[src/rtl/s512_pkg.sv]
// package for the sha-512 message hash: types, constants, round table
// no dependencies
package s512_pkg;

	localparam int unsigned QueueDepth = 4;

	typedef struct packed {
		logic [63:0] word;
		logic        blk_end;
		logic        msg_end;
	} q_item_t;

	typedef enum logic [1:0] {
		FE_IDLE,
		FE_PAD,
		FE_LEN_HI,
		FE_LEN_LO
	} fe_state_t;

	typedef enum logic [1:0] {
		BE_LOAD,
		BE_ROUND,
		BE_ADD,
		BE_EMIT
	} be_state_t;

	localparam logic [7:0][63:0] InitHash = {
		64'h5be0cd19137e2179, 64'h1f83d9abfb41bd6b,
		64'h9b05688c2b3e6c1f, 64'h510e527fade682d1,
		64'ha54ff53a5f1d36f1, 64'h3c6ef372fe94f82b,
		64'hbb67ae8584caa73b, 64'h6a09e667f3bcc908
	};

	function automatic logic [63:0] round_k(input logic [6:0] t);
		logic [63:0] k;
		case (t)
			7'd0: k = 64'h428a2f98d728ae22; 7'd1: k = 64'h7137449123ef65cd;
			7'd2: k = 64'hb5c0fbcfec4d3b2f; 7'd3: k = 64'he9b5dba58189dbbc;
			7'd4: k = 64'h3956c25bf348b538; 7'd5: k = 64'h59f111f1b605d019;
			7'd6: k = 64'h923f82a4af194f9b; 7'd7: k = 64'hab1c5ed5da6d8118;
			7'd8: k = 64'hd807aa98a3030242; 7'd9: k = 64'h12835b0145706fbe;
			7'd10: k = 64'h243185be4ee4b28c; 7'd11: k = 64'h550c7dc3d5ffb4e2;
			7'd12: k = 64'h72be5d74f27b896f; 7'd13: k = 64'h80deb1fe3b1696b1;
			7'd14: k = 64'h9bdc06a725c71235; 7'd15: k = 64'hc19bf174cf692694;
			7'd16: k = 64'he49b69c19ef14ad2; 7'd17: k = 64'hefbe4786384f25e3;
			7'd18: k = 64'h0fc19dc68b8cd5b5; 7'd19: k = 64'h240ca1cc77ac9c65;
			7'd20: k = 64'h2de92c6f592b0275; 7'd21: k = 64'h4a7484aa6ea6e483;
			7'd22: k = 64'h5cb0a9dcbd41fbd4; 7'd23: k = 64'h76f988da831153b5;
			7'd24: k = 64'h983e5152ee66dfab; 7'd25: k = 64'ha831c66d2db43210;
			7'd26: k = 64'hb00327c898fb213f; 7'd27: k = 64'hbf597fc7beef0ee4;
			7'd28: k = 64'hc6e00bf33da88fc2; 7'd29: k = 64'hd5a79147930aa725;
			7'd30: k = 64'h06ca6351e003826f; 7'd31: k = 64'h142929670a0e6e70;
			7'd32: k = 64'h27b70a8546d22ffc; 7'd33: k = 64'h2e1b21385c26c926;
			7'd34: k = 64'h4d2c6dfc5ac42aed; 7'd35: k = 64'h53380d139d95b3df;
			7'd36: k = 64'h650a73548baf63de; 7'd37: k = 64'h766a0abb3c77b2a8;
			7'd38: k = 64'h81c2c92e47edaee6; 7'd39: k = 64'h92722c851482353b;
			7'd40: k = 64'ha2bfe8a14cf10364; 7'd41: k = 64'ha81a664bbc423001;
			7'd42: k = 64'hc24b8b70d0f89791; 7'd43: k = 64'hc76c51a30654be30;
			7'd44: k = 64'hd192e819d6ef5218; 7'd45: k = 64'hd69906245565a910;
			7'd46: k = 64'hf40e35855771202a; 7'd47: k = 64'h106aa07032bbd1b8;
			7'd48: k = 64'h19a4c116b8d2d0c8; 7'd49: k = 64'h1e376c085141ab53;
			7'd50: k = 64'h2748774cdf8eeb99; 7'd51: k = 64'h34b0bcb5e19b48a8;
			7'd52: k = 64'h391c0cb3c5c95a63; 7'd53: k = 64'h4ed8aa4ae3418acb;
			7'd54: k = 64'h5b9cca4f7763e373; 7'd55: k = 64'h682e6ff3d6b2b8a3;
			7'd56: k = 64'h748f82ee5defb2fc; 7'd57: k = 64'h78a5636f43172f60;
			7'd58: k = 64'h84c87814a1f0ab72; 7'd59: k = 64'h8cc702081a6439ec;
			7'd60: k = 64'h90befffa23631e28; 7'd61: k = 64'ha4506cebde82bde9;
			7'd62: k = 64'hbef9a3f7b2c67915; 7'd63: k = 64'hc67178f2e372532b;
			7'd64: k = 64'hca273eceea26619c; 7'd65: k = 64'hd186b8c721c0c207;
			7'd66: k = 64'heada7dd6cde0eb1e; 7'd67: k = 64'hf57d4f7fee6ed178;
			7'd68: k = 64'h06f067aa72176fba; 7'd69: k = 64'h0a637dc5a2c898a6;
			7'd70: k = 64'h113f9804bef90dae; 7'd71: k = 64'h1b710b35131c471b;
			7'd72: k = 64'h28db77f523047d84; 7'd73: k = 64'h32caab7b40c72493;
			7'd74: k = 64'h3c9ebe0a15c9bebc; 7'd75: k = 64'h431d67c49c100d4c;
			7'd76: k = 64'h4cc5d4becb3e42b6; 7'd77: k = 64'h597f299cfc657e2a;
			7'd78: k = 64'h5fcb6fab3ad6faec; 7'd79: k = 64'h6c44198c4a475817;
			default: k = '0;
		endcase
		return k;
	endfunction

endpackage

[src/rtl/s512_queue.sv]
// short fifo between the padding front end and the compression back end
// depends on s512_pkg
module s512_queue #(
	parameter int unsigned Depth = s512_pkg::QueueDepth
) (
	input  logic              clk,
	input  logic              arst_n,
	input  logic              push,
	input  s512_pkg::q_item_t push_item,
	output logic              full,
	input  logic              pop,
	output s512_pkg::q_item_t head,
	output logic              empty
);

	localparam int unsigned Aw = (Depth > 1) ? $clog2(Depth) : 1;

	s512_pkg::q_item_t mem_q [Depth];
	logic [Aw-1:0] wr_q, rd_q;
	logic [Aw:0]   cnt_q;

	assign full  = (cnt_q == Aw'(0) + (Aw+1)'(Depth));
	assign empty = (cnt_q == '0);
	assign head  = mem_q[rd_q];

	// storage
	always_ff @(posedge clk) begin
		if (push && !full) mem_q[wr_q] <= push_item;
	end

	// pointers
	always_ff @(posedge clk or negedge arst_n) begin
		if (!arst_n) begin
			wr_q  <= '0;
			rd_q  <= '0;
			cnt_q <= '0;
		end else begin
			if (push && !full)
				wr_q <= (wr_q == Aw'(Depth - 1)) ? '0 : wr_q + Aw'(1);
			if (pop && !empty)
				rd_q <= (rd_q == Aw'(Depth - 1)) ? '0 : rd_q + Aw'(1);
			cnt_q <= cnt_q + (Aw+1)'(push && !full) - (Aw+1)'(pop && !empty);
		end
	end

endmodule

[config.mk]
export PLATFORM = sky130hd
export DESIGN_NAME = s512_queue
export DESIGN_NICKNAME = d
export VERILOG_FILES = /design/src/rtl/s512_pkg.sv /design/src/rtl/s512_queue.sv
export SDC_FILE = /design/constraint.sdc
export NUM_CORES = 1
export LEC_CHECK = 0
export BUFFER_PORTS_ARGS = -buffer_cell sky130_fd_sc_hd__buf_2
export CAP_MARGIN = 5
export CORE_MARGIN = 4
export CORE_UTILIZATION = 45
export DETAILED_ROUTE_END_ITERATION = 16
export PLACE_DENSITY_LB_ADDON = 0.1
export RECOVER_POWER = 25
export SYNTH_ARGS = -nofsm -noshare
export SYNTH_HDL_FRONTEND = slang
export SYNTH_SLANG_ARGS = --single-unit
[constraint.sdc]
create_clock -name clk -period 3.4 [get_ports clk]
set_input_delay 0.68 -clock clk [delete_from_list [all_inputs] [get_ports clk]]
set_output_delay 0.68 -clock clk [all_outputs]
set_load 0.005 [all_outputs]
==> results of run 1 <==
## power by group
part | switching [mW] | total, mW | internal, mW
Clock | 1.17 | 2.95 | 1.78
Combinational | 1.18 | 2.57 | 1.39
Sequential | 0.405 | 4.81 | 4.40
## Yosys cell counts
cell type	instances
sky130_fd_sc_hd__nand2b_1	1
sky130_fd_sc_hd__inv_1	7
sky130_fd_sc_hd__buf_2	4
sky130_fd_sc_hd__nand2_1	1
sky130_fd_sc_hd__buf_6	1
sky130_fd_sc_hd__fa_1	1
sky130_fd_sc_hd__ha_1	7
sky130_fd_sc_hd__nor2_1	2
sky130_fd_sc_hd__buf_12	3
sky130_fd_sc_hd__nor2b_1	1
sky130_fd_sc_hd__dfrtp_1	7
sky130_fd_sc_hd__edfxtp_1	264
sky130_fd_sc_hd__o22ai_1	1
sky130_fd_sc_hd__xnor2_1	2
sky130_fd_sc_hd__buf_4	4
sky130_fd_sc_hd__and2_1	4
sky130_fd_sc_hd__nor3_1	1
sky130_fd_sc_hd__nor3b_2	1
sky130_fd_sc_hd__mux4_2	66
sky130_fd_sc_hd__mux2_2	3
sky130_fd_sc_hd__buf_1	3
## final cells by class
| type | instances | share of cell area |
|---|---|---|
| clock buffer | 36 | 0.0632 |
| clock inverter | 16 | 0.0126 |
| inverter | 7 | 0.00221 |
| multi-input combinational | 91 | 0.145 |
| sequential | 271 | 0.682 |
| tap | 280 | 0.0295 |
| timing repair buffer | 146 | 0.0651 |
## layer usage
layer | vias up | global-route usage | routed length [um]
li1 | 1967 | - | -
met1 | 2342 | 0.200 | 7490
met2 | 113 | 0.253 | 9210
met3 | 29 | 0.0371 | 1090
met4 | 6 | 0.0372 | 267
met5 | - | 0 | 34
## cells by family after synthesis
| logic type | after synthesis | share of synthesized area |
|---|---|---|
| AOI/OAI and AO/OA | 1 | 0.000627 |
| buffers and inverters | 22 | 0.0159 |
| xor gates and xnor gates | 2 | 0.00176 |
| muxes | 69 | 0.152 |
| and+or+nand+nor | 11 | 0.00664 |
| adders and majority gates | 8 | 0.0108 |
| DFF | 271 | 0.812 |
## worst max-delay path by stage
stage               startpoint  depth (start not counted)     endpoint
floorplan                 push                          2  mem_q[0][0]
finish                 rd_q[1]                          2     head[27]
global route           rd_q[0]                          3      head[6]
global placement          push                          9     cnt_q[2]
CTS                    rd_q[0]                          3      head[6]
detailed placement        push                          9     cnt_q[2]
## placed cells by master, fill, tap and decap left out, drive strengths merged
cell type	n
buf	100
clkinvlp	1
dfrtp	7
nor3b	1
xnor2	2
nor2	2
edfxtp	264
o22ai	1
mux2	3
inv	7
nand2b	1
ha	7
bufinv	3
nor2b	1
clkbuf	81
nor3	1
fa	1
dlygate4sd3	1
clkinv	12
nand2	1
mux4	66
and2	4
## timing repair
item | in CTS | in global routing
hold buffers | 1 | 0
hold endpoints to repair | 7 | 0
endpoints found under the setup margin | 0 | 0
resized for setup | 0 | 0
## flip-flops by register name, indices dropped and copies added (netlist names)
register and flops:
mem_q 264, rd_q 2, cnt_q 3, wr_q 2
## per-stage QoR
stage / setup slack [ns] / util
2_1_floorplan: 0.398 / -
3_3_place_gp: 0.929 / 0.506
3_5_place_dp: 0.852 / 0.506
4_1_cts: 0.356 / 0.547
5_1_grt: 0.275 / 0.545
6_report: 0.439 / 0.545
==> qor.tcl, run 1 <==
set qor(rows) 54
set qor(cp_cell_sequence) {mux4_2 > buf_2}
set qor(cp-end-kind) {output pin}
set qor(cts_inserted_buffers) 28
set qor(rsz0062_at_grt) {no}
set qor(fraction_of_the_yosys_area_taken_by_sequential_cells) 0.812
set qor(die_w_um) 157
set qor(reg2reg_setup_slack_ns) 1.06
set qor(setup_viol_count_final) 0
set qor(clock_tree.htree_level_count) 1
set qor(vias_per_cell) 5.26
set qor(tightestPinTransition_ns) 1.08
set qor(max_freq_mhz) 338
set qor(avgRoutedWirePerCell_um) 21.4
set qor(finalWeightedCongestion) 0.697
set qor(cp_slowest_stage_delay_ns) 1.13
set qor(kind_of_critical_path) {flip-flop to output pin}
set qor(crit_arrival_ns) 2.28
set qor(detail_route.wirelength_um) 18100
set qor(pre_antenna_drt_iters) 4
set qor(cts_root_buf) {sky130_fd_sc_hd__clkbuf_16}
set qor(layout.area.seq_um2) 8110
set qor(timing.hold.worst.start) {push_item[61]}
set qor(period_share) 0.871
set qor(number_of_global_route_vias_before_repair) 4932
set qor(final.setup_skew_ns) 0.00787
set qor(final_area_um2) 11900
set qor(report.final.hold_viol_count) 0
set qor(worstReg2RegEnd) {cnt_q[2]}
set qor(vdd.ir_drop.worst_mv) 0.469
set qor(placeableCoreArea_um2) 21800
set qor(leakage_nw) 3.99
set qor(layout.nets) 623
set qor(post_route_setup_tns_ns) 0
set qor(synth_top_cells_by_area) {sky130_fd_sc_hd__edfxtp_1 (79%), sky130_fd_sc_hd__mux4_2 (15%), sky130_fd_sc_hd__dfrtp_1 (1.8%)}
set qor(yosysWarningCount) 0
set qor(insertion_delay_ns) 0.52
set qor(tritoncts_num_sinks) 271
set qor(tritoncts_clock_tree) {yes}
set qor(pin_count) 138
set qor(antenna_cells_inserted) 0
set qor(yosys.cell_types.count) 21
set qor(leading_area_contributor_after_synthesis) {sky130_fd_sc_hd__edfxtp_1}
set qor(drv_slew) 0
set qor(required_ns) 2.72
set qor(stdcell_count) 847
set qor(detail_route.iter0.violations) 273
set qor(timing.max_cap.violations) 0
set qor(floorplan.initialDensity) 0.457
set qor(post_synth_instance_area_um2) 9980
set qor(worst-path-buf-inv) 1
set qor(synthesis.nets) 462
set qor(holdPathStages) 1
set qor(place.port_buffers) 137
set qor(multi_input_area_um2) 1730
set qor(place.detailed.instances) 794
set qor(half_perimeter_wire_length_after_detailed_placement_um) 10800
set qor(power_mw) 10.3
set qor(cts-root-to-sink-buffers) 3
set qor(power.density_nw_per_um2) 868
set qor(placedInstanceArea_um2) 11000
set qor(timing.rr.start) {cnt_q[2]}
set qor(holdCritPathClass) {input port to flip-flop}
set qor(timing.max_slew.rel_slack) 0.283
set qor(synth.top_cell.area_share) 0.794
set qor(fin_worst_hold_slack_ns) 0.379
set qor(vias) 4457
set qor(postSynthRegisterBits) 271
set qor(ant_nets) 0
set qor(crit_fanout) 68
set qor(critical-path-top-delay-family) {flip-flops}
set qor(drive_above_1_share) 0.379
set qor(outcome) {completed}
set qor(antenna_found_initial) 3
set qor(syn-instance-count) 384
set qor(post-route-drc-count) 0
set qor(crit_path_start_kind) {flip-flop}
set qor(hold-path-endpoint) {mem_q[2][61]}
set qor(cts.clk_slew.worst_paths_ns) 0.06
set qor(postCtsSetupBuffers) 0
set qor(synthesis.area_per_instance_um2) 26.0
set qor(layout.filler_cells) 1707
set qor(period_needed_ns) 2.96
set qor(area.growth.synth_to_final_pct) 19.2
set qor(worst-r2r-cell-count) 9
set qor(worst_path_max_delay_cell) {sky130_fd_sc_hd__dfrtp_4}
set qor(grt.total_usage) 0.150
set qor(pin_count_of_the_biggest_net_entering_global_routing) 69
set qor(die_height_um) 157
set qor(fp.dieArea_um2) 24600
set qor(total_gr_overflow) 0
set qor(grt_first_pass_wirelength_um) 28000
No activity file was read; power rests on OpenSTA's default activity.
==> run 2, diff against run 1 <==
--- a/config.mk
+++ b/config.mk
@@ -7,6 +7,7 @@
 export LEC_CHECK = 0
 export BUFFER_PORTS_ARGS = -buffer_cell sky130_fd_sc_hd__buf_2
 export CAP_MARGIN = 5
+export CORE_ASPECT_RATIO = 2
 export CORE_MARGIN = 4
 export CORE_UTILIZATION = 45
 export DETAILED_ROUTE_END_ITERATION = 16
==> run 2 against run 1 <==
  * Clock-buffer cell count fell by 9
  * Register-to-register slack barely moved
  * Global-route usage rose by 0.74 points
  * Clock skew rose by 0.0050 ns
  * Critical path depth rose by 1
  * Flip-flop and latch count did not move
  * Fmax fell by 2.6%
  * Sequential power fell by 1%
  * Hold slack improved by 0.026 ns
  * Sequential share of layout area rose by 0.54 points
  * Setup slack got worse by 0.078 ns
  * First-iteration DRC count fell by 3.7%
==> qor.tcl, run 2 (synthesis results as in run 1) <==
set qor(crit_fanout) 35
set qor(drv_slew) 0
set qor(tritoncts_num_sinks) 271
set qor(layout.filler_cells) 1674
set qor(half_perimeter_wire_length_after_detailed_placement_um) 12000
set qor(worst-r2r-cell-count) 9
set qor(tightestPinTransition_ns) 0.707
set qor(number_of_global_route_vias_before_repair) 5044
set qor(rows) 76
set qor(holdCritPathClass) {input port to flip-flop}
set qor(die_w_um) 113
set qor(insertion_delay_ns) 0.50
set qor(placedInstanceArea_um2) 11100
set qor(total_gr_overflow) 0
set qor(pin_count) 138
set qor(die_height_um) 219
set qor(detail_route.wirelength_um) 18600
set qor(ant_nets) 0
set qor(vias) 4415
set qor(tritoncts_clock_tree) {yes}
set qor(place.port_buffers) 137
set qor(timing.rr.start) {cnt_q[2]}
set qor(grt_first_pass_wirelength_um) 29600
set qor(timing.critical_path.from) {rd_q[0]}
set qor(timing.max_slew.rel_slack) 0.528
set qor(switching_share) 0.269
set qor(registers.top_by_ff_count) {mem_q}
set qor(drive_above_1_share) 0.394
set qor(clock_tree.htree_level_count) 1
set qor(cp-end-kind) {output pin}
set qor(pin_count_of_the_biggest_net_entering_global_routing) 67
set qor(final_area_um2) 11800
set qor(antenna_found_initial) 1
set qor(power.density_nw_per_um2) 853
set qor(final_core_util) 0.544
set qor(layout_top_registers) {mem_q (264), cnt_q (3)}
set qor(crit_path_start_kind) {flip-flop}
set qor(period_share) 0.894
set qor(vias_per_cell) 5.29
set qor(kind_of_critical_path) {flip-flop to output pin}
set qor(reg2reg_setup_slack_ns) 1.05
set qor(intPower_mw) 7.36
set qor(cts_inserted_buffers) 23
set qor(crit_arrival_ns) 2.36
set qor(setup_viol_count_final) 0
set qor(post-route-drc-count) 0
set qor(cts_root_buf) {sky130_fd_sc_hd__clkbuf_16}
set qor(largest_register_ff_count) 264
set qor(max_freq_mhz) 329
set qor(power.sequential.fraction) 0.471
set qor(worstSetupEndpoint) {head[14]}
set qor(layout.nets) 623
set qor(p_comb_frac) 0.266
set qor(pre_antenna_drt_iters) 4
set qor(detail_route.iter0.violations) 263
set qor(finalWeightedCongestion) 0.719
set qor(power_switching_mw) 2.71
set qor(fp.dieArea_um2) 24800
set qor(required_ns) 2.72
set qor(floorplan.initialDensity) 0.460
set qor(cts.clk_slew.worst_paths_ns) 0.07
set qor(area.growth.synth_to_final_pct) 18.2
set qor(leakage_nw) 3.95
set qor(timing.max_cap.violations) 0
set qor(cts-root-to-sink-buffers) 3
set qor(vdd.ir_drop.worst_mv) 0.626
set qor(power_mw) 10.1
set qor(avgRoutedWirePerCell_um) 22.3
set qor(pwr-share-clk) 0.263
set qor(final.setup_skew_ns) 0.0129
set qor(placeableCoreArea_um2) 21700
set qor(outcome) {completed}
set qor(report.final.hold_viol_count) 0
set qor(final_cell_mix) {sky130_fd_sc_hd__edfxtp_1 (264), sky130_fd_sc_hd__buf_2 (95), sky130_fd_sc_hd__mux4_2 (66), sky130_fd_sc_hd__clkbuf_1 (43), sky130_fd_sc_hd__clkbuf_16 (23)}
set qor(layout.cells.most_common) {sky130_fd_sc_hd__edfxtp_1}
set qor(grt.total_usage) 0.158
set qor(rsz0062_at_grt) {no}
set qor(post_route_setup_tns_ns) 0
set qor(worstReg2RegEnd) {cnt_q[2]}
set qor(period_needed_ns) 3.04
## run 2: worst min-delay path by stage
stage	from	to	slack, ns	cells past startpoint
after floorplan	arst_n	cnt_q[0]	0.38	0
after global placement	arst_n	cnt_q[0]	0.52	1
after detailed placement	arst_n	wr_q[1]	0.52	1
after CTS	push_item[54]	mem_q[0][54]	0.37	1
after global routing	push_item[29]	mem_q[3][29]	0.40	1
final	push_item[22]	mem_q[1][22]	0.40	1
## run 2: critical path, cell delays in order (launching register included)
cell                      delay, ns
sky130_fd_sc_hd__dfrtp_4       0.90
sky130_fd_sc_hd__buf_12        0.26
sky130_fd_sc_hd__mux4_2        0.53
sky130_fd_sc_hd__buf_2         0.15
## run 2: layout make-up
type	count	area, um2	share of cell area
Sequential cell	271	8110	0.687
Multi-Input combinational cell	91	1730	0.146
Timing Repair Buffer	151	816	0.0691
Clock buffer	27	621	0.0526
Tap cell	273	342	0.0290
Clock inverter	14	153	0.0129
Inverter	7	26.3	0.00223
Antenna cell	1	2.50	0.000212
## run 2: metal layers
layer  vias to the layer above  global-route usage  routed length [um]
met5                         -                   0                   0
met4                         0              0.0401                 308
met1                      2320               0.189                6890
met2                       120               0.290               10300
li1                       1955                   -                   -
met3                        20              0.0308                1090
## run 2: power by group through the flow
stage          clock [mW]  sequential, mW  combinational [mW]
6_report             2.65            4.74                2.68
5_1_grt              2.88            4.83                2.94
2_1_floorplan           0            4.61                1.84
3_5_place_dp            0            4.85                2.79
4_1_cts              2.72            4.78                2.80
3_3_place_gp            0            4.80                2.77
## run 2: what timing repair did
action / in CTS / in global routing
gates resized for setup: 0 / 0
endpoints found under the hold margin: 7 / 0
setup buffers: 0 / 0
setup endpoints to repair: 0 / 0
hold buffers: 1 / 0
## run 2: metrics by stage
step / worst slack [ns] / cells / hold slack (ns)
6_report: 0.361 / 835 / 0.405
5_1_grt: 0.173 / 835 / 0.398
4_1_cts: 0.267 / 834 / 0.375
3_5_place_dp: 0.805 / 792 / 0.524
3_3_place_gp: 0.802 / 792 / 0.520
2_1_floorplan: 0.398 / 384 / 0.384
==> run 3, diff against run 2 <==
==> constraint.sdc (replaced) <==
create_clock -name clk -period 3.4 [get_ports clk]
set_input_delay 0.68 -clock clk [delete_from_list [all_inputs] [get_ports clk]]
set_output_delay 0.68 -clock clk [all_outputs]
set_load 0.1 [all_outputs]
==> run 3 against run 2 <==
  * Routed wire length up 1.3%
  * Clock-buffer cell count up 1
  * First-iteration DRC count down 13%
  * Fmax down 5.4%
  * Via count up 0.68%
  * Design area down 0.91%
  * Utilization down 0.50 points
  * Sequential share of layout area up 0.63 points
  * Die area unchanged
  * Flip-flop and latch count unchanged
  * Critical path depth unchanged
  * Setup slack worse by 0.17 ns
==> qor.tcl, run 3 (synthesis results as in run 1) <==
set qor(outcome) {completed}
set qor(required_ns) 2.72
set qor(timing.rr.start) {cnt_q[2]}
set qor(die_height_um) 219
set qor(layout_top_registers) {mem_q (264), cnt_q (3)}
set qor(ant_nets) 0
set qor(period_needed_ns) 3.21
set qor(largest_register_ff_count) 264
set qor(pin_count_of_the_biggest_net_entering_global_routing) 40
set qor(placeableCoreArea_um2) 21700
set qor(max_freq_mhz) 311
set qor(vias_per_cell) 5.36
set qor(timing.hold.worst.start) {push_item[9]}
set qor(layout.filler_cells) 1707
set qor(registers.top_by_ff_count) {mem_q}
set qor(cts_root_buf) {sky130_fd_sc_hd__clkbuf_16}
set qor(clock_tree.htree_level_count) 1
set qor(floorplan.initialDensity) 0.460
set qor(setup_viol_count_final) 0
set qor(crit_fanout) 30
set qor(final.setup_skew_ns) 0.0132
set qor(cp-end-kind) {output pin}
set qor(place.port_buffers) 137
set qor(insertion_delay_ns) 0.51
set qor(timing.critical_path.from) {rd_q[0]}
set qor(antenna_found_initial) 2
set qor(cts-root-to-sink-buffers) 3
set qor(grt_first_pass_wirelength_um) 29500
set qor(crit_path_start_kind) {flip-flop}
set qor(area.growth.synth_to_final_pct) 17.1
set qor(cts_inserted_buffers) 23
set qor(final_cell_mix) {sky130_fd_sc_hd__edfxtp_1 (264), sky130_fd_sc_hd__buf_2 (95), sky130_fd_sc_hd__mux4_2 (66), sky130_fd_sc_hd__clkbuf_1 (47), sky130_fd_sc_hd__clkbuf_16 (23)}
set qor(timing.max_slew.rel_slack) 0.577
set qor(cts.clk_slew.worst_paths_ns) 0.06
set qor(post_route_setup_tns_ns) 0
set qor(rsz0062_at_grt) {no}
set qor(vias) 4445
set qor(tritoncts_clock_tree) {yes}
set qor(grt.total_usage) 0.158
set qor(period_share) 0.945
set qor(die_w_um) 113
set qor(detail_route.iter0.violations) 229
set qor(layout.cells.most_common) {sky130_fd_sc_hd__edfxtp_1}
set qor(drv_slew) 0
set qor(tightestPinTransition_ns) 0.634
set qor(tritoncts_num_sinks) 271
set qor(postCtsSetupBuffers) 0
set qor(fp.dieArea_um2) 24800
set qor(avgRoutedWirePerCell_um) 22.7
set qor(pre_antenna_drt_iters) 4
set qor(total_gr_overflow) 0
set qor(timing.max_cap.violations) 0
set qor(drive_above_1_share) 0.376
set qor(rows) 76
set qor(report.final.hold_viol_count) 0
set qor(post-route-drc-count) 0
set qor(antenna_cells_inserted) 0
set qor(finalWeightedCongestion) 0.702
set qor(crit_arrival_ns) 2.53
set qor(detail_route.wirelength_um) 18900
set qor(pin_count) 138
set qor(kind_of_critical_path) {flip-flop to output pin}
set qor(holdCritPathClass) {input port to flip-flop}
set qor(layout.nets) 619
set qor(number_of_global_route_vias_before_repair) 5050
set qor(half_perimeter_wire_length_after_detailed_placement_um) 11900
run 3: changes by cell type in the layout (fill, tap and decap cells not counted), sizes merged:
cell	previous run	this run
buf	108	104
clkinv	7	10
clkinvlp	3	0
bufinv	3	1
clkbuf	69	70
diode	1	0
run 3: through the flow:
step | instance area, um2 | instances | hold WS (ns) | setup slack (ns) | util
after floorplan | 9990 | 384 | 0.384 | 0.195 | -
after global placement | 11100 | 788 | 0.521 | 0.661 | 0.510
after detailed placement | 11100 | 788 | 0.525 | 0.666 | 0.510
after CTS | 11700 | 829 | 0.351 | 0.0978 | 0.542
after global routing | 11700 | 829 | 0.384 | 0.0254 | 0.539
final | 11700 | 829 | 0.395 | 0.188 | 0.539
run 3: area by class of cell:
| class | count | area [um2] | area share |
|---|---|---|---|
| clock buffers | 28 | 594 | 0.0508 |
| clock inverters | 12 | 80.1 | 0.00685 |
| inverters | 7 | 26.3 | 0.00225 |
| multi-input cells | 91 | 1740 | 0.149 |
| flip-flops and latches | 271 | 8110 | 0.694 |
| well taps | 273 | 342 | 0.0292 |
| repair buffers | 147 | 798 | 0.0683 |
run 3: critical path, cell delays in order, from the launching register on:
cell	delay [ns]
sky130_fd_sc_hd__dfrtp_4	0.84
sky130_fd_sc_hd__buf_12	0.30
sky130_fd_sc_hd__mux4_2	0.55
sky130_fd_sc_hd__buf_2	0.31
run 3: worst paths after layout:
kind	to	slack, ns	depth (start not counted)
max	head[59]	0.19	3
max reg2reg	cnt_q[2]	1.05	9
max in group asynchronous	rd_q[1]	2.69	2
min reg2reg	wr_q[0]	0.61	1
min in group asynchronous	wr_q[0]	0.53	2
min	mem_q[0][9]	0.40	1
run 3: timing repair:
| item | 4_1_cts | 5_1_grt |
|---|---|---|
| endpoints found under the hold margin | 7 | 0 |
| resized for setup | 0 | 0 |
| hold buffers | 1 | 0 |
run 3: per-layer routing:
layer  global-route usage  share of wire
met1                0.181           0.35
met2                0.294           0.57
met3               0.0313          0.054
met4               0.0485          0.019
met5                    0         0.0011
Power of run 3 is left out: the tool's default activity adds up to more than one toggle a clock period on the data nets, which glitch-free logic cannot reach.
