## src/rtl/s512_pkg.sv

```systemverilog
// package for the sha-512 message hash: types, constants, round table
// no dependencies
package s512_pkg;

	localparam int unsigned QueueDepth = 4;

	typedef struct packed {
		logic [63:0] word;
		logic        blk_end;
		logic        msg_end;
	} q_item_t;

	typedef enum logic [1:0] {
		FE_IDLE,
		FE_PAD,
		FE_LEN_HI,
		FE_LEN_LO
	} fe_state_t;

	typedef enum logic [1:0] {
		BE_LOAD,
		BE_ROUND,
		BE_ADD,
		BE_EMIT
	} be_state_t;

	localparam logic [7:0][63:0] InitHash = {
		64'h5be0cd19137e2179, 64'h1f83d9abfb41bd6b,
		64'h9b05688c2b3e6c1f, 64'h510e527fade682d1,
		64'ha54ff53a5f1d36f1, 64'h3c6ef372fe94f82b,
		64'hbb67ae8584caa73b, 64'h6a09e667f3bcc908
	};

	function automatic logic [63:0] round_k(input logic [6:0] t);
		logic [63:0] k;
		case (t)
			7'd0: k = 64'h428a2f98d728ae22; 7'd1: k = 64'h7137449123ef65cd;
			7'd2: k = 64'hb5c0fbcfec4d3b2f; 7'd3: k = 64'he9b5dba58189dbbc;
			7'd4: k = 64'h3956c25bf348b538; 7'd5: k = 64'h59f111f1b605d019;
			7'd6: k = 64'h923f82a4af194f9b; 7'd7: k = 64'hab1c5ed5da6d8118;
			7'd8: k = 64'hd807aa98a3030242; 7'd9: k = 64'h12835b0145706fbe;
			7'd10: k = 64'h243185be4ee4b28c; 7'd11: k = 64'h550c7dc3d5ffb4e2;
			7'd12: k = 64'h72be5d74f27b896f; 7'd13: k = 64'h80deb1fe3b1696b1;
			7'd14: k = 64'h9bdc06a725c71235; 7'd15: k = 64'hc19bf174cf692694;
			7'd16: k = 64'he49b69c19ef14ad2; 7'd17: k = 64'hefbe4786384f25e3;
			7'd18: k = 64'h0fc19dc68b8cd5b5; 7'd19: k = 64'h240ca1cc77ac9c65;
			7'd20: k = 64'h2de92c6f592b0275; 7'd21: k = 64'h4a7484aa6ea6e483;
			7'd22: k = 64'h5cb0a9dcbd41fbd4; 7'd23: k = 64'h76f988da831153b5;
			7'd24: k = 64'h983e5152ee66dfab; 7'd25: k = 64'ha831c66d2db43210;
			7'd26: k = 64'hb00327c898fb213f; 7'd27: k = 64'hbf597fc7beef0ee4;
			7'd28: k = 64'hc6e00bf33da88fc2; 7'd29: k = 64'hd5a79147930aa725;
			7'd30: k = 64'h06ca6351e003826f; 7'd31: k = 64'h142929670a0e6e70;
			7'd32: k = 64'h27b70a8546d22ffc; 7'd33: k = 64'h2e1b21385c26c926;
			7'd34: k = 64'h4d2c6dfc5ac42aed; 7'd35: k = 64'h53380d139d95b3df;
			7'd36: k = 64'h650a73548baf63de; 7'd37: k = 64'h766a0abb3c77b2a8;
			7'd38: k = 64'h81c2c92e47edaee6; 7'd39: k = 64'h92722c851482353b;
			7'd40: k = 64'ha2bfe8a14cf10364; 7'd41: k = 64'ha81a664bbc423001;
			7'd42: k = 64'hc24b8b70d0f89791; 7'd43: k = 64'hc76c51a30654be30;
			7'd44: k = 64'hd192e819d6ef5218; 7'd45: k = 64'hd69906245565a910;
			7'd46: k = 64'hf40e35855771202a; 7'd47: k = 64'h106aa07032bbd1b8;
			7'd48: k = 64'h19a4c116b8d2d0c8; 7'd49: k = 64'h1e376c085141ab53;
			7'd50: k = 64'h2748774cdf8eeb99; 7'd51: k = 64'h34b0bcb5e19b48a8;
			7'd52: k = 64'h391c0cb3c5c95a63; 7'd53: k = 64'h4ed8aa4ae3418acb;
			7'd54: k = 64'h5b9cca4f7763e373; 7'd55: k = 64'h682e6ff3d6b2b8a3;
			7'd56: k = 64'h748f82ee5defb2fc; 7'd57: k = 64'h78a5636f43172f60;
			7'd58: k = 64'h84c87814a1f0ab72; 7'd59: k = 64'h8cc702081a6439ec;
			7'd60: k = 64'h90befffa23631e28; 7'd61: k = 64'ha4506cebde82bde9;
			7'd62: k = 64'hbef9a3f7b2c67915; 7'd63: k = 64'hc67178f2e372532b;
			7'd64: k = 64'hca273eceea26619c; 7'd65: k = 64'hd186b8c721c0c207;
			7'd66: k = 64'heada7dd6cde0eb1e; 7'd67: k = 64'hf57d4f7fee6ed178;
			7'd68: k = 64'h06f067aa72176fba; 7'd69: k = 64'h0a637dc5a2c898a6;
			7'd70: k = 64'h113f9804bef90dae; 7'd71: k = 64'h1b710b35131c471b;
			7'd72: k = 64'h28db77f523047d84; 7'd73: k = 64'h32caab7b40c72493;
			7'd74: k = 64'h3c9ebe0a15c9bebc; 7'd75: k = 64'h431d67c49c100d4c;
			7'd76: k = 64'h4cc5d4becb3e42b6; 7'd77: k = 64'h597f299cfc657e2a;
			7'd78: k = 64'h5fcb6fab3ad6faec; 7'd79: k = 64'h6c44198c4a475817;
			default: k = '0;
		endcase
		return k;
	endfunction

endpackage

```

## src/rtl/s512_if.sv

```systemverilog
// valid/ready channel interfaces for the message and digest streams
// no dependencies
interface s512_in_if;
	logic        valid;
	logic        ready;
	logic [63:0] data_word;
	logic [3:0]  valid_bytes;
	logic        last_word;
	modport source (output valid, data_word, valid_bytes, last_word, input ready);
	modport sink (input valid, data_word, valid_bytes, last_word, output ready);
endinterface


```

## src/rtl/s512_front.sv

```systemverilog
// front end: takes message items, counts bytes, pads and appends the length
// depends on s512_pkg, s512_if
module s512_front (
	input  logic                clk,
	input  logic                arst_n,
	s512_in_if.sink             msg,
	output logic                push,
	output s512_pkg::q_item_t   push_item,
	input  logic                full
);

	s512_pkg::fe_state_t state_q, state_d;
	logic [63:0] bytes_q;
	logic [3:0]  slot_q;
	logic [3:0]  cnt;
	logic [63:0] keep, padded, total;
	logic        take;
	logic        pad_first_q;

	// clamp count, only honored on the last word
	always_comb begin
		cnt = (msg.valid_bytes > 4'd8) ? 4'd8 : msg.valid_bytes;
		if (!msg.last_word) cnt = 4'd8;
		keep = ~(64'hffffffffffffffff >> {cnt[3:0], 3'b000});
		if (cnt == 4'd8) keep = '1;
		padded = (msg.data_word & keep) | (cnt == 4'd8 ? 64'd0 :
			(64'h8000000000000000 >> {cnt[2:0], 3'b000}));
		total = bytes_q + {60'd0, cnt};
	end

	assign take = msg.valid && msg.ready;
	assign msg.ready = (state_q == s512_pkg::FE_IDLE) && !full;

	// next state: a last word always goes through the fill state, which
	// stops at slot 14 once any pending pad byte is out
	always_comb begin
		state_d = state_q;
		unique case (state_q)
			s512_pkg::FE_IDLE:
				if (take && msg.last_word) state_d = s512_pkg::FE_PAD;
			s512_pkg::FE_PAD:
				if (!full && slot_q == 4'd14 && !pad_first_q)
					state_d = s512_pkg::FE_LEN_HI;
			s512_pkg::FE_LEN_HI:
				if (!full) state_d = s512_pkg::FE_LEN_LO;
			s512_pkg::FE_LEN_LO:
				if (!full) state_d = s512_pkg::FE_IDLE;
			default: state_d = s512_pkg::FE_IDLE;
		endcase
	end

	// queue push: pad words after a short last word are zero,
	// after a full last word the first one carries the pad byte
	always_comb begin
		push = 1'b0;
		push_item.word = '0;
		push_item.blk_end = (slot_q == 4'd15);
		push_item.msg_end = 1'b0;
		unique case (state_q)
			s512_pkg::FE_IDLE: begin
				push = take;
				push_item.word = msg.last_word ? padded : msg.data_word;
			end
			s512_pkg::FE_PAD: begin
				push = !full && (slot_q != 4'd14 || pad_first_q);
				push_item.word = pad_first_q ? 64'h8000000000000000 : 64'd0;
			end
			s512_pkg::FE_LEN_HI: push = !full;
			s512_pkg::FE_LEN_LO: begin
				push = !full;
				push_item.word = {bytes_q[60:0], 3'b000};
				push_item.msg_end = 1'b1;
			end
			default: push = 1'b0;
		endcase
	end

	// counters
	always_ff @(posedge clk or negedge arst_n) begin
		if (!arst_n) begin
			state_q     <= s512_pkg::FE_IDLE;
			bytes_q     <= '0;
			slot_q      <= '0;
			pad_first_q <= 1'b0;
		end else begin
			state_q <= state_d;
			if (state_q == s512_pkg::FE_LEN_LO && !full) begin
				bytes_q <= '0;
				slot_q  <= '0;
			end else begin
				if (push) slot_q <= slot_q + 4'd1;
				if (take) bytes_q <= total;
			end
			if (take) pad_first_q <= msg.last_word && cnt == 4'd8;
			else if (push) pad_first_q <= 1'b0;
		end
	end

endmodule

```

## src/flat_wrapper.sv

```systemverilog
// flat-port wrapper written by rule: the top's interface ports become plain ports
module s512_front_flat 
  (clk, arst_n, push, push_item, full, msg_valid, msg_data_word, msg_valid_bytes, msg_last_word, msg_ready);
  s512_in_if msg_i ();
  input  logic clk;
  input  logic arst_n;
  output logic push;
  output s512_pkg::q_item_t push_item;
  input  logic full;
  input wire logic [$bits(msg_i.valid)-1:0] msg_valid;
  input wire logic [$bits(msg_i.data_word)-1:0] msg_data_word;
  input wire logic [$bits(msg_i.valid_bytes)-1:0] msg_valid_bytes;
  input wire logic [$bits(msg_i.last_word)-1:0] msg_last_word;
  output wire logic [$bits(msg_i.ready)-1:0] msg_ready;
  assign msg_i.valid = msg_valid;
  assign msg_i.data_word = msg_data_word;
  assign msg_i.valid_bytes = msg_valid_bytes;
  assign msg_i.last_word = msg_last_word;
  assign msg_ready = msg_i.ready;
  s512_front u_core (.clk(clk), .arst_n(arst_n), .msg(msg_i), .push(push), .push_item(push_item), .full(full));
endmodule
```

## config.mk

```make
export PLATFORM = sky130hd
export DESIGN_NAME = s512_front_flat
export DESIGN_NICKNAME = d
export VERILOG_FILES = /design/src/rtl/s512_pkg.sv /design/src/rtl/s512_if.sv /design/src/rtl/s512_front.sv /design/src/flat_wrapper.sv
export SDC_FILE = /design/constraint.sdc
export NUM_CORES = 1
export LEC_CHECK = 0
export BUFFER_PORTS_ARGS = -buffer_cell sky130_fd_sc_hd__buf_4
export CAP_MARGIN = 5
export CORE_MARGIN = 4
export CORE_UTILIZATION = 50
export CTS_BUF_LIST = sky130_fd_sc_hd__clkbuf_16
export CTS_CLUSTER_SIZE = 20
export DETAILED_ROUTE_END_ITERATION = 10
export GPL_TIMING_DRIVEN = 0
export HOLD_SLACK_MARGIN = 0.05
export PLACE_DENSITY = 0.79
export SLEW_MARGIN = 20
export SYNTH_ARGS = -nofsm -noshare
export SYNTH_HDL_FRONTEND = slang
export SYNTH_SLANG_ARGS = --single-unit
```

## constraint.sdc

```tcl
create_clock -name clk -period 5.05 [get_ports clk]
set_input_delay 0.7575 -clock clk [delete_from_list [all_inputs] [get_ports clk]]
set_output_delay 0.7575 -clock clk [all_outputs]
set_load 0.02 [all_outputs]
```

==> run_results.csv, run 1 <==
group,metric,value,unit
outcome,status,"finished clean",
detailed_routing,first_pass_iters,7,
logic_synthesis,netlist.area_leader.share,32.9,%
power,ir_worst_vdd,0.326,mV
sta,slew_headroom,37.9,%
worst_setup_path,cp_slowest_cell,"o21bai_1",
power,p_sw,0.00137,W
place,dpl_cell_area,6370,µm²
clock_tree,clock_sinks,68,
logic_synthesis,ys_seq_area_share,32.9,%
place,numPortBuffers,138,
cells_and_area,diodes,0,
logic_synthesis,synthTopCellsByArea,"dfrtp_1 (33%), a22oi_1 (7.5%), nor2_1 (7.1%), nand4_1 (4.1%), a21oi_1 (4.1%)",
detailed_routing,detail_route.wl_per_cell,21.9,µm
worst_setup_path,cp.depth,11,
clock_tree,cts.path.max_buffers,2,
global_route,antenna_found_initial,0,
worst_hold_path,worst_hold_path_type,"in2async",
worst_setup_path,startpoint_type,"primary input",
worst_setup_path,crit_path_frequent_cell,"clkbuf_1",
clock_tree,path_clk_slew,0.06,ns
logic_synthesis,synth_area,5170,µm²
global_route,grt_pass1_vias,5667,
clock_tree,cts_tree,"built",
cells_and_area,instances_no_fill,933,
logic_synthesis,ys.flop_type,"dfrtp_1",
worst_setup_path,reg2regPathDepth,8,
logic_synthesis,yosysTopAreaCell,"dfrtp_1",
power,pwr-share-seq,22.9,%
detailed_routing,vias,6079,
sta,setup_viol,0,
power,combPwrFrac,54.1,%
die,io_pins,141,
sta,worst_hold_slack,0.521,ns
worst_setup_path,cp.arrival,4.45,ns
logic_synthesis,ys_types,59,
die,fp.dieH,110,µm
place,routabilityCongestion,0.979,
worst_setup_path,r2r_setup_slack,1.93,ns
sta,fin_setup_tns,0,ns
global_route,grt_max_degree,69,
worst_setup_path,cpLargestDelayFamily,"simple AND/OR/NAND/NOR gates",
logic_synthesis,synthArstFlopShare,100,%
worst_setup_path,rr_endpoint,"u_core.bytes_q[56]$_DFFE_PN0P_",
logic_synthesis,postSynthCellCount,646,
cells_and_area,area_delta_synth_final,29.1,%
clock_tree,clockRootBuffer,"clkbuf_16",
worst_setup_path,cpPeakStageDelay,0.76,ns
power,p_clk_share,23.0,%
die,die_w,110,µm
logic_synthesis,synth_edf_count,0,
sta,skew,0.00916,ns
detailed_routing,via_per_inst,6.52,
die,num_rows,36,
logic_synthesis,synth-compound-area-share,22.2,%
logic_synthesis,syn_area_per_cell,8.00,µm²
logic_synthesis,synth_nets,731,
worst_setup_path,crit_chain,"buf_4 > nor2b_1 > inv_1 > clkbuf_1 > clkbuf_1 > ha_1 > o21ai_0 > o21bai_1 > nand2_1 > or4_1 > a21oi_1",
worst_setup_path,path_buf_inv,4,
worst_setup_path,timing.rr.start,"u_core.bytes_q[0]$_DFFE_PN0P_",
sta,min_period_over_period,82.7,%
sta,fmax,0.239,GHz
die,initial_core_util,52.2,%
cells_and_area,final_area,6680,µm²
global_route,grt_use_total,34.3,%
sta,hold_violations,0,
global_route,grt_pass1_wl,30900,µm
cells_and_area,nets,880,
logic_synthesis,synth_simple_gate_area_share,32.9,%
sta,worstMarginPinSlew,0.930,ns
cells_and_area,final_common_cell,"buf_4",
logic_synthesis,ys_seq_elements,68,
global_route,grt-ovfl-total,0,
detailed_routing,remaining_drc_errors,0,
detailed_routing,routed_wl,20400,µm
worst_setup_path,required,5.32,ns
clock_tree,cts_hold_buf,0,
power,p_int,0.00147,W
logic_synthesis,yosys_warnings,0,
logic_synthesis,synthAdderAreaFrac,3.05,%
detailed_routing,ant_nets,0,
logic_synthesis,synth_top_family_by_area,"simple AND/OR/NAND/NOR gates",
clock_tree,cts_setup_buffers,0,
place,dp_cells,917,
cells_and_area,drive_above_1_share,23.1,%
worst_setup_path,worstPathMaxFanout,10,
power,leakage,2.84,nW
logic_synthesis,synthXorXnorAreaFrac,3.73,%
sta,min_period,4.18,ns
power,power_per_cell_area,425,nW/µm²
worst_setup_path,crit_path_end_kind,"register",
cells_and_area,final_cell_mix,"buf_4 (139), nor2_1 (98), dfrtp_1 (68), a22oi_1 (52), nand2_1 (48)",
die,core,9910,µm²
clock_tree,ctsResizeCount,0,
detailed_routing,drt_iter0_markers,622,
clock_tree,cts_buffers,9,
sta,slew_violations,0,
sta,rsz0062_at_grt,"false",
clock_tree,clkLatencyLatePin,0.35,ns
logic_synthesis,synthMuxAreaShare,0.629,%
worst_setup_path,path_class,"in2reg",
die,die_area,12000,µm²
power,switching_share,48.2,%
run,drv_cap,0,
place,dp_hpwl,15000,µm
clock_tree,htreeDepth,3,
## how the worst max path moves through the flow
| stage | endpoint | slack, ns | from |
|---|---|---|---|
| after floorplan | u_core.bytes_q[58]$_DFFE_PN0P_ | 1.71 | msg_valid_bytes[0] |
| after global placement | u_core.bytes_q[35]$_DFFE_PN0P_ | 0.76 | msg_last_word |
| after detailed placement | u_core.bytes_q[35]$_DFFE_PN0P_ | 0.67 | msg_last_word |
| after CTS | u_core.bytes_q[49]$_DFFE_PN0P_ | 1.01 | msg_last_word |
| after global routing | u_core.bytes_q[35]$_DFFE_PN0P_ | 0.65 | msg_last_word |
| final | u_core.bytes_q[35]$_DFFE_PN0P_ | 0.87 | msg_last_word |
## state kept, by name, summed over array words and instances (netlist names)
| register | cells |
|---|---|
| u_core.slot_q | 4 |
| u_core.bytes_q | 61 |
| u_core.state_q | 2 |
| u_core.pad_first_q | 1 |
## metrics by stage
| stage | power [W] | util, % | worst slack (ns) |
|---|---|---|---|
| 2_1_floorplan | 0.00152 | - | 1.71 |
| 4_1_cts | 0.00280 | 67.4 | 1.01 |
| 3_5_place_dp | 0.00216 | 64.3 | 0.674 |
| 5_1_grt | 0.00296 | 67.4 | 0.652 |
| 3_3_place_gp | 0.00213 | 64.3 | 0.762 |
| 6_report | 0.00283 | 67.4 | 0.873 |
## routing by layer
layer  wire length, µm  GRT usage [%]
met5                 0              0
met3              2240           6.46
met4               491           11.5
met2              9480           54.7
met1              8190           46.8
## synthesized netlist by cell type (2+ instances only)
cell type,count
a211oi_1,4
a21boi_1,2
a21oi_1,42
a22o_1,3
a22oi_1,52
a31o_2,2
a32oi_1,4
and2_1,6
and3_1,10
and4_1,5
buf_2,7
clkbuf_1,34
dfrtp_1,68
ha_1,11
inv_1,15
mux2_2,2
nand2_1,48
nand2b_1,3
nand3_1,24
nand3_2,3
nand4_1,34
nand4_2,2
nor2_1,98
nor2b_1,8
nor3_1,10
nor4_1,17
o21ai_0,17
o2bb2ai_1,2
o31a_1,2
o31ai_1,26
or2_2,3
or3_1,11
or4_1,24
or4_4,2
xnor2_1,14
xor2_1,8
## final cells by class
cell class / count / area, µm²
Buffer: 43 / 181
Clock buffer: 9 / 225
Clock inverter: 7 / 76.3
Fill cell: 861 / 3230
Inverter: 15 / 56.3
Multi-Input combinational cell: 520 / 3230
Sequential cell: 68 / 1700
Tap cell: 133 / 166
Timing Repair Buffer: 138 / 1040
## cells by family after synthesis
group / count (synthesis)
simple gates: 317
compound gates: 166
flops: 68
buf+inv: 58
xor+xnor: 22
fa+ha+maj: 12
mux: 3
## worst register-to-register path: stages (launching register included)
cell	delay, ns
dfrtp_1	0.38
ha_1	0.22
inv_1	0.07
fa_1	0.38
nand2b_1	0.26
a2111oi_4	0.64
nand4_1	0.36
or4_1	0.56
a21oi_1	0.17
## power groups by stage
stage	registers (W)	logic (W)	clock network, W
floorplan	0.000643	0.000872	0
finish	0.000648	0.00153	0.000652
CTS	0.000647	0.00151	0.000643
global route	0.000655	0.00162	0.000678
global placement	0.000654	0.00148	0
detailed placement	0.000658	0.00150	0
Note: power is estimated with default switching activity, not from simulation.
==> run 2: changes to the inputs <==
clock period = 4 ns   (was 5.05 ns; I/O delays follow)
==> run 2 against run 1 <==
Effect of this change: register-to-register slack lost 1.1 ns; global-route usage is the same; worst hold slack lost 0.15 ns; clock skew is essentially flat; clock-buffer cell count is the same; via count grew 0.49%; critical endpoint unchanged.
==> run_results.csv, run 2 (synthesis gave the netlist of run 1 again) <==
group,metric,value,unit
outcome,status,"finished clean",
cells_and_area,largest_register,"u_core.bytes_q",
sta,slew_violations,0,
clock_tree,path_clk_slew,0.06,ns
clock_tree,cts_hold_buf,0,
place,numPortBuffers,138,
place,dp_hpwl,15000,µm
die,core,9910,µm²
cells_and_area,finish.utilization,67.4,%
worst_setup_path,path_class,"in2reg",
global_route,grt_max_degree,69,
power,power_per_cell_area,537,nW/µm²
detailed_routing,drt_iter0_markers,729,
global_route,grt_use_total,34.3,%
worst_setup_path,cpPeakStageDelay,0.62,ns
cells_and_area,area_delta_synth_final,29.2,%
die,fp.dieH,110,µm
clock_tree,clkLatencyLatePin,0.35,ns
worst_setup_path,required,4.27,ns
cells_and_area,layout.area.seq,1700,µm²
clock_tree,cts_buffers,9,
cells_and_area,largest_register_ffs,61,
worst_setup_path,startpoint_type,"primary input",
global_route,grt_pass1_vias,5667,
worst_setup_path,crit_path_end_kind,"register",
detailed_routing,vias,6109,
cells_and_area,instances_no_fill,933,
die,num_rows,36,
clock_tree,cts_tree,"built",
detailed_routing,via_per_inst,6.55,
clock_tree,htreeDepth,3,
sta,min_period,3.65,ns
clock_tree,clockRootBuffer,"clkbuf_16",
detailed_routing,first_pass_iters,7,
worst_setup_path,cp_slowest_cell,"or4_1",
cells_and_area,final_common_cell,"buf_4",
sta,rsz0062_at_grt,"false",
sta,setup_viol,0,
worst_setup_path,cp.arrival,3.92,ns
die,io_pins,141,
sta,hold_violations,0,
run,drv_cap,0,
global_route,antenna_found_initial,0,
place,dp_cells,917,
detailed_routing,routed_wl,20400,µm
cells_and_area,nets,880,
power,ir_worst_vdd,0.411,mV
global_route,grt_pass1_wl,30900,µm
worst_setup_path,crit_chain,"buf_4 > nor2b_1 > inv_1 > clkbuf_1 > clkbuf_1 > ha_1 > o21ai_0 > o21bai_2 > nand2_1 > or4_1 > a21oi_1",
sta,fmax,0.274,GHz
worst_setup_path,worstPathMaxFanout,10,
detailed_routing,ant_nets,0,
global_route,grt-ovfl-total,0,
sta,worstMarginPinSlew,0.905,ns
cells_and_area,fillers,859,
clock_tree,clock_sinks,68,
clock_tree,cts_setup_buffers,0,
sta,skew,0.00874,ns
sta,slew_headroom,39.7,%
power,leakage,2.84,nW
detailed_routing,remaining_drc_errors,0,
clock_tree,cts.path.max_buffers,2,
worst_setup_path,crit_path_frequent_cell,"clkbuf_1",
cells_and_area,drive_above_1_share,23.3,%
cells_and_area,multiInputGateArea,3240,µm²
cells_and_area,reg.largest.list,"u_core.bytes_q (61), u_core.slot_q (4), u_core.state_q (2)",
detailed_routing,detail_route.wl_per_cell,21.9,µm
cells_and_area,final_cell_mix,"buf_4 (139), nor2_1 (98), dfrtp_1 (68), a22oi_1 (52), nand2_1 (48)",
worst_hold_path,worst_hold_path_type,"in2async",
sta,min_period_over_period,91.3,%
die,initial_core_util,52.2,%
cells_and_area,diodes,0,
die,die_w,110,µm
die,die_area,12000,µm²
place,routabilityCongestion,0.979,
==> run 2: changes by cell type in the layout (fill, tap and decap cells not counted) <==
cell      delta
o21bai_1     -1
o21bai_2     +1
==> run 2: final timing paths <==
path / cells after the start / startpoint / slack (ns) / to
worst max-delay path: 11 / msg_last_word / 0.35 / u_core.bytes_q[35]$_DFFE_PN0P_
worst min-delay path: 1 / arst_n / 0.37 / u_core.slot_q[2]$_DFFE_PN0P_
worst max register to register: 8 / u_core.bytes_q[0]$_DFFE_PN0P_ / 0.86 / u_core.bytes_q[56]$_DFFE_PN0P_
worst min register to register: 2 / u_core.pad_first_q$_DFFE_PN0P_ / 0.56 / u_core.pad_first_q$_DFFE_PN0P_
max in group asynchronous: 1 / arst_n / 3.03 / u_core.bytes_q[18]$_DFFE_PN0P_
min in group clk: 3 / msg_valid_bytes[3] / 0.53 / u_core.pad_first_q$_DFFE_PN0P_
==> run 2: area by class of cell <==
class	instances	area share, %
Inverter	15	0.843
Clock buffer	9	3.37
Sequential cell	68	25.5
Multi-Input combinational cell	520	48.4
Clock inverter	7	1.14
Timing Repair Buffer	138	15.5
Buffer	43	2.72
Tap cell	133	2.49
==> run 2: timing repair <==
item                                    4_1_cts  5_1_grt
endpoints found under the setup margin        0        5
hold endpoints to repair                      0        0
resized for setup                             0        1
==> run 2: through the flow <==
step	TNS, ns	power (W)	area [µm²]	hold WS [ns]	setup slack (ns)
4_1_cts	0	0.00354	6680	0.426	0.122
2_1_floorplan	0	0.00191	5170	0.304	0.818
3_3_place_gp	-0.385	0.00269	6370	0.531	-0.131
3_5_place_dp	-0.785	0.00273	6370	0.540	-0.219
6_report	0	0.00358	6680	0.373	0.347
5_1_grt	0	0.00374	6680	0.449	0.169
==> run 2: routing by layer <==
layer | global-route usage, % | share of wire [%] | up-vias
met2 | 54.7 | 46 | 398
met4 | 11.5 | 2.4 | 0
met3 | 6.46 | 11 | 46
met1 | 46.8 | 40 | 2934
li1 | - | - | 2731
met5 | 0 | 0 | -
==> run 2: power by group <==
| group | internal [W] | switching (W) |
|---|---|---|
| combinational | 0.000619 | 0.00133 |
| clock | 0.000486 | 0.000334 |
| sequential | 0.000751 | 0.0000681 |
==> run 2: critical path, delay by kind of cell <==
family	cells	cell delay [ns]
simple gates	3	1.40
compound gates	3	0.79
buf+inv	4	0.72
fa+ha+maj	1	0.38
==> run 3: changes to the inputs <==
ABC_AREA = 1   (was default)
PLACE_DENSITY = 0.78   (was 0.79)
==> run 3 against run 2 <==
Effect of this change: combinational power down 16%; non-clock buffer count down 17; power down 6.3%; utilization down 1.6 points; sequential share of layout area down 1.9 points; final area up 8.2%; synthesized cell count up 45%; fmax up 8.4%; setup slack better by 0.28 ns; sequential power down 3.2%.
==> run_results.csv, run 3 <==
group,metric,value,unit
outcome,status,"finished clean",
worst_setup_path,path_class,"reg2out",
cells_and_area,final_common_cell,"nand2_1",
clock_tree,cts_buffers,9,
cells_and_area,area_delta_synth_final,27.7,%
cells_and_area,diodes,0,
die,die_area,13100,µm²
die,core,11000,µm²
clock_tree,clkLatencyLatePin,0.35,ns
power,power_per_cell_area,465,nW/µm²
cells_and_area,layout.area.seq,1700,µm²
cells_and_area,largest_register,"u_core.bytes_q",
cells_and_area,fillers,1086,
global_route,grt_pass1_vias,6488,
logic_synthesis,synth_most_common_cell,"nand2_1",
global_route,grt_use_total,34.0,%
sta,worstMarginPinSlew,0.904,ns
clock_tree,ctsResizeCount,0,
logic_synthesis,yosys_warnings,0,
die,io_pins,141,
detailed_routing,ant_nets,0,
clock_tree,clockRootBuffer,"clkbuf_16",
sta,slew_violations,0,
cells_and_area,reg.largest.list,"u_core.bytes_q (61), u_core.slot_q (4), u_core.state_q (2)",
detailed_routing,drt_iter0_markers,720,
global_route,grt_max_degree,69,
sta,slew_headroom,39.7,%
logic_synthesis,yosysTopAreaCell,"dfrtp_1",
sta,skew,0.00486,ns
place,dp_hpwl,17300,µm
sta,fin_setup_tns,0,ns
detailed_routing,via_per_inst,5.58,
logic_synthesis,synth_edf_count,0,
global_route,grt-ovfl-total,0,
logic_synthesis,synth_nets,1021,
clock_tree,cts.path.max_buffers,2,
global_route,antenna_found_initial,0,
sta,worst_hold_slack,0.376,ns
worst_setup_path,startpoint_type,"register",
detailed_routing,routed_wl,22100,µm
clock_tree,htreeDepth,3,
sta,setup_viol,0,
worst_setup_path,worstPathMaxFanout,10,
worst_setup_path,cp.arrival,2.77,ns
logic_synthesis,ys_seq_elements,68,
place,routabilityCongestion,1.00,
die,num_rows,38,
die,fp.dieH,114,µm
logic_synthesis,postSynthCellCount,936,
logic_synthesis,synth_common_cells,"nand2_1 (303), nor2_1 (170), inv_1 (96), a21oi_1 (84), dfrtp_1 (68)",
clock_tree,path_clk_slew,0.06,ns
detailed_routing,vias,6876,
power,leakage,3.31,nW
cells_and_area,multiInputGateArea,3470,µm²
worst_hold_path,worst_hold_path_type,"in2async",
logic_synthesis,synthArstFlopShare,100,%
detailed_routing,first_pass_iters,6,
clock_tree,cts_tree,"built",
cells_and_area,largest_register_ffs,61,
place,numPortBuffers,140,
logic_synthesis,ys.flop_type,"dfrtp_1",
cells_and_area,final_cell_mix,"nand2_1 (303), nor2_1 (170), buf_4 (142), inv_1 (96), a21oi_1 (84)",
logic_synthesis,ys_seq_area_share,30.0,%
cells_and_area,finish.utilization,65.8,%
detailed_routing,remaining_drc_errors,0,
run,drv_cap,0,
sta,fmax,0.297,GHz
detailed_routing,detail_route.wl_per_cell,17.9,µm
sta,min_period,3.37,ns
worst_setup_path,required,3.40,ns
sta,rsz0062_at_grt,"false",
die,initial_core_util,51.6,%
logic_synthesis,synth_area,5660,µm²
logic_synthesis,netlist.area_leader.share,30.0,%
global_route,grt_pass1_wl,34000,µm
clock_tree,cts_setup_buffers,0,
cells_and_area,drive_above_1_share,18.1,%
power,ir_worst_vdd,0.473,mV
logic_synthesis,ys_types,41,
sta,min_period_over_period,84.3,%
clock_tree,clock_sinks,68,
clock_tree,cts_hold_buf,0,
logic_synthesis,syn_area_per_cell,6.05,µm²
worst_setup_path,crit_path_end_kind,"primary output",
sta,hold_violations,0,
die,die_w,114,µm
cells_and_area,nets,1172,
logic_synthesis,synthTopCellsByArea,"dfrtp_1 (30%), nand2_1 (20%), nor2_1 (11%), a21oi_1 (7.4%), inv_1 (6.4%)",
==> run 3: cell count changes after synthesis, moves of 11 or more <==
cell	change
o31ai_1	-22
clkbuf_1	-18
xnor2_1	-14
nor4_1	-17
nand2_1	+255
a21oi_1	+42
nand3_1	+25
or4_1	-24
nor2_1	+72
a22oi_1	-52
or3_1	-11
inv_1	+81
o21ai_0	+16
nand4_1	-12
==> run 3: routing by layer <==
layer	wire, µm	vias up	track usage, %
met5	0	-	0
met4	855	0	15.7
met3	2170	52	5.18
met2	9870	336	52.5
met1	9180	3192	46.7
li1	-	3296	-
==> run 3: logic make-up (layout without fill, tap and decap cells) <==
logic type                 after synthesis  in the layout  share of synthesized area (%)
AOI/OAI and AO/OA                      135            135                           12.9
xor gates and xnor gates                 1              1                          0.155
adders and majority gates               12             12                           2.78
buffers and inverters                  123            279                           8.68
DFF                                     68             68                           30.0
and+or+nand+nor                        597            597                           45.4
==> run 3: through the flow <==
step           power, W  cells  cell area [µm²]  setup WS (ns)
6_report        0.00336   1232             7230          0.629
5_1_grt         0.00351   1232             7230          0.453
4_1_cts         0.00333   1232             7230          0.621
3_5_place_dp    0.00241   1216             6890          0.801
3_3_place_gp    0.00240   1216             6890          0.833
2_1_floorplan   0.00171    936             5660           1.43
==> run 3: layout make-up <==
class / instances / share of cell area (%)
buffer: 24 / 1.59
clock buffer: 9 / 3.12
clock inverter: 7 / 1.59
inverter: 99 / 5.21
multi-input combinational: 745 / 48.0
sequential: 68 / 23.5
tap: 140 / 2.42
timing repair buffer: 140 / 14.5
==> run 3: critical path: stages, from the launching register on <==
cell and delay [ns]:
dfrtp_1 0.40, ha_1 0.18, buf_2 0.18, clkbuf_1 0.52
clkbuf_1 0.66, nand2_1 0.14, a21oi_1 0.18, buf_4 0.17
==> run 3: power by group <==
part / switching [W] / internal, W / leakage, nW / total, W
Combinational: 0.00114 / 0.000489 / 2.20 / 0.00163
Clock: 0.000327 / 0.000607 / 0.161 / 0.000934
Sequential: 0.0000562 / 0.000737 / 0.939 / 0.000793
Total: 0.00153 / 0.00183 / 3.31 / 0.00336
==> run 3: path summary, 6_finish.rpt <==
path | from | endpoint | slack, ns | cells after the start
worst max register to register | u_core.bytes_q[0]$_DFFE_PN0P_ | u_core.bytes_q[38]$_DFFE_PN0P_ | 1.52 | 13
max in group asynchronous | arst_n | u_core.bytes_q[25]$_DFFE_PN0P_ | 3.03 | 1
worst min register to register | u_core.bytes_q[3]$_DFFE_PN0P_ | u_core.bytes_q[3]$_DFFE_PN0P_ | 0.52 | 2
min in group clk | u_core.bytes_q[3]$_DFFE_PN0P_ | u_core.bytes_q[3]$_DFFE_PN0P_ | 0.52 | 2
worst min-delay path | arst_n | u_core.bytes_q[1]$_DFFE_PN0P_ | 0.38 | 1
worst max-delay path | u_core.state_q[1]$_DFFE_PN0P_ | push_item[21] | 0.63 | 7
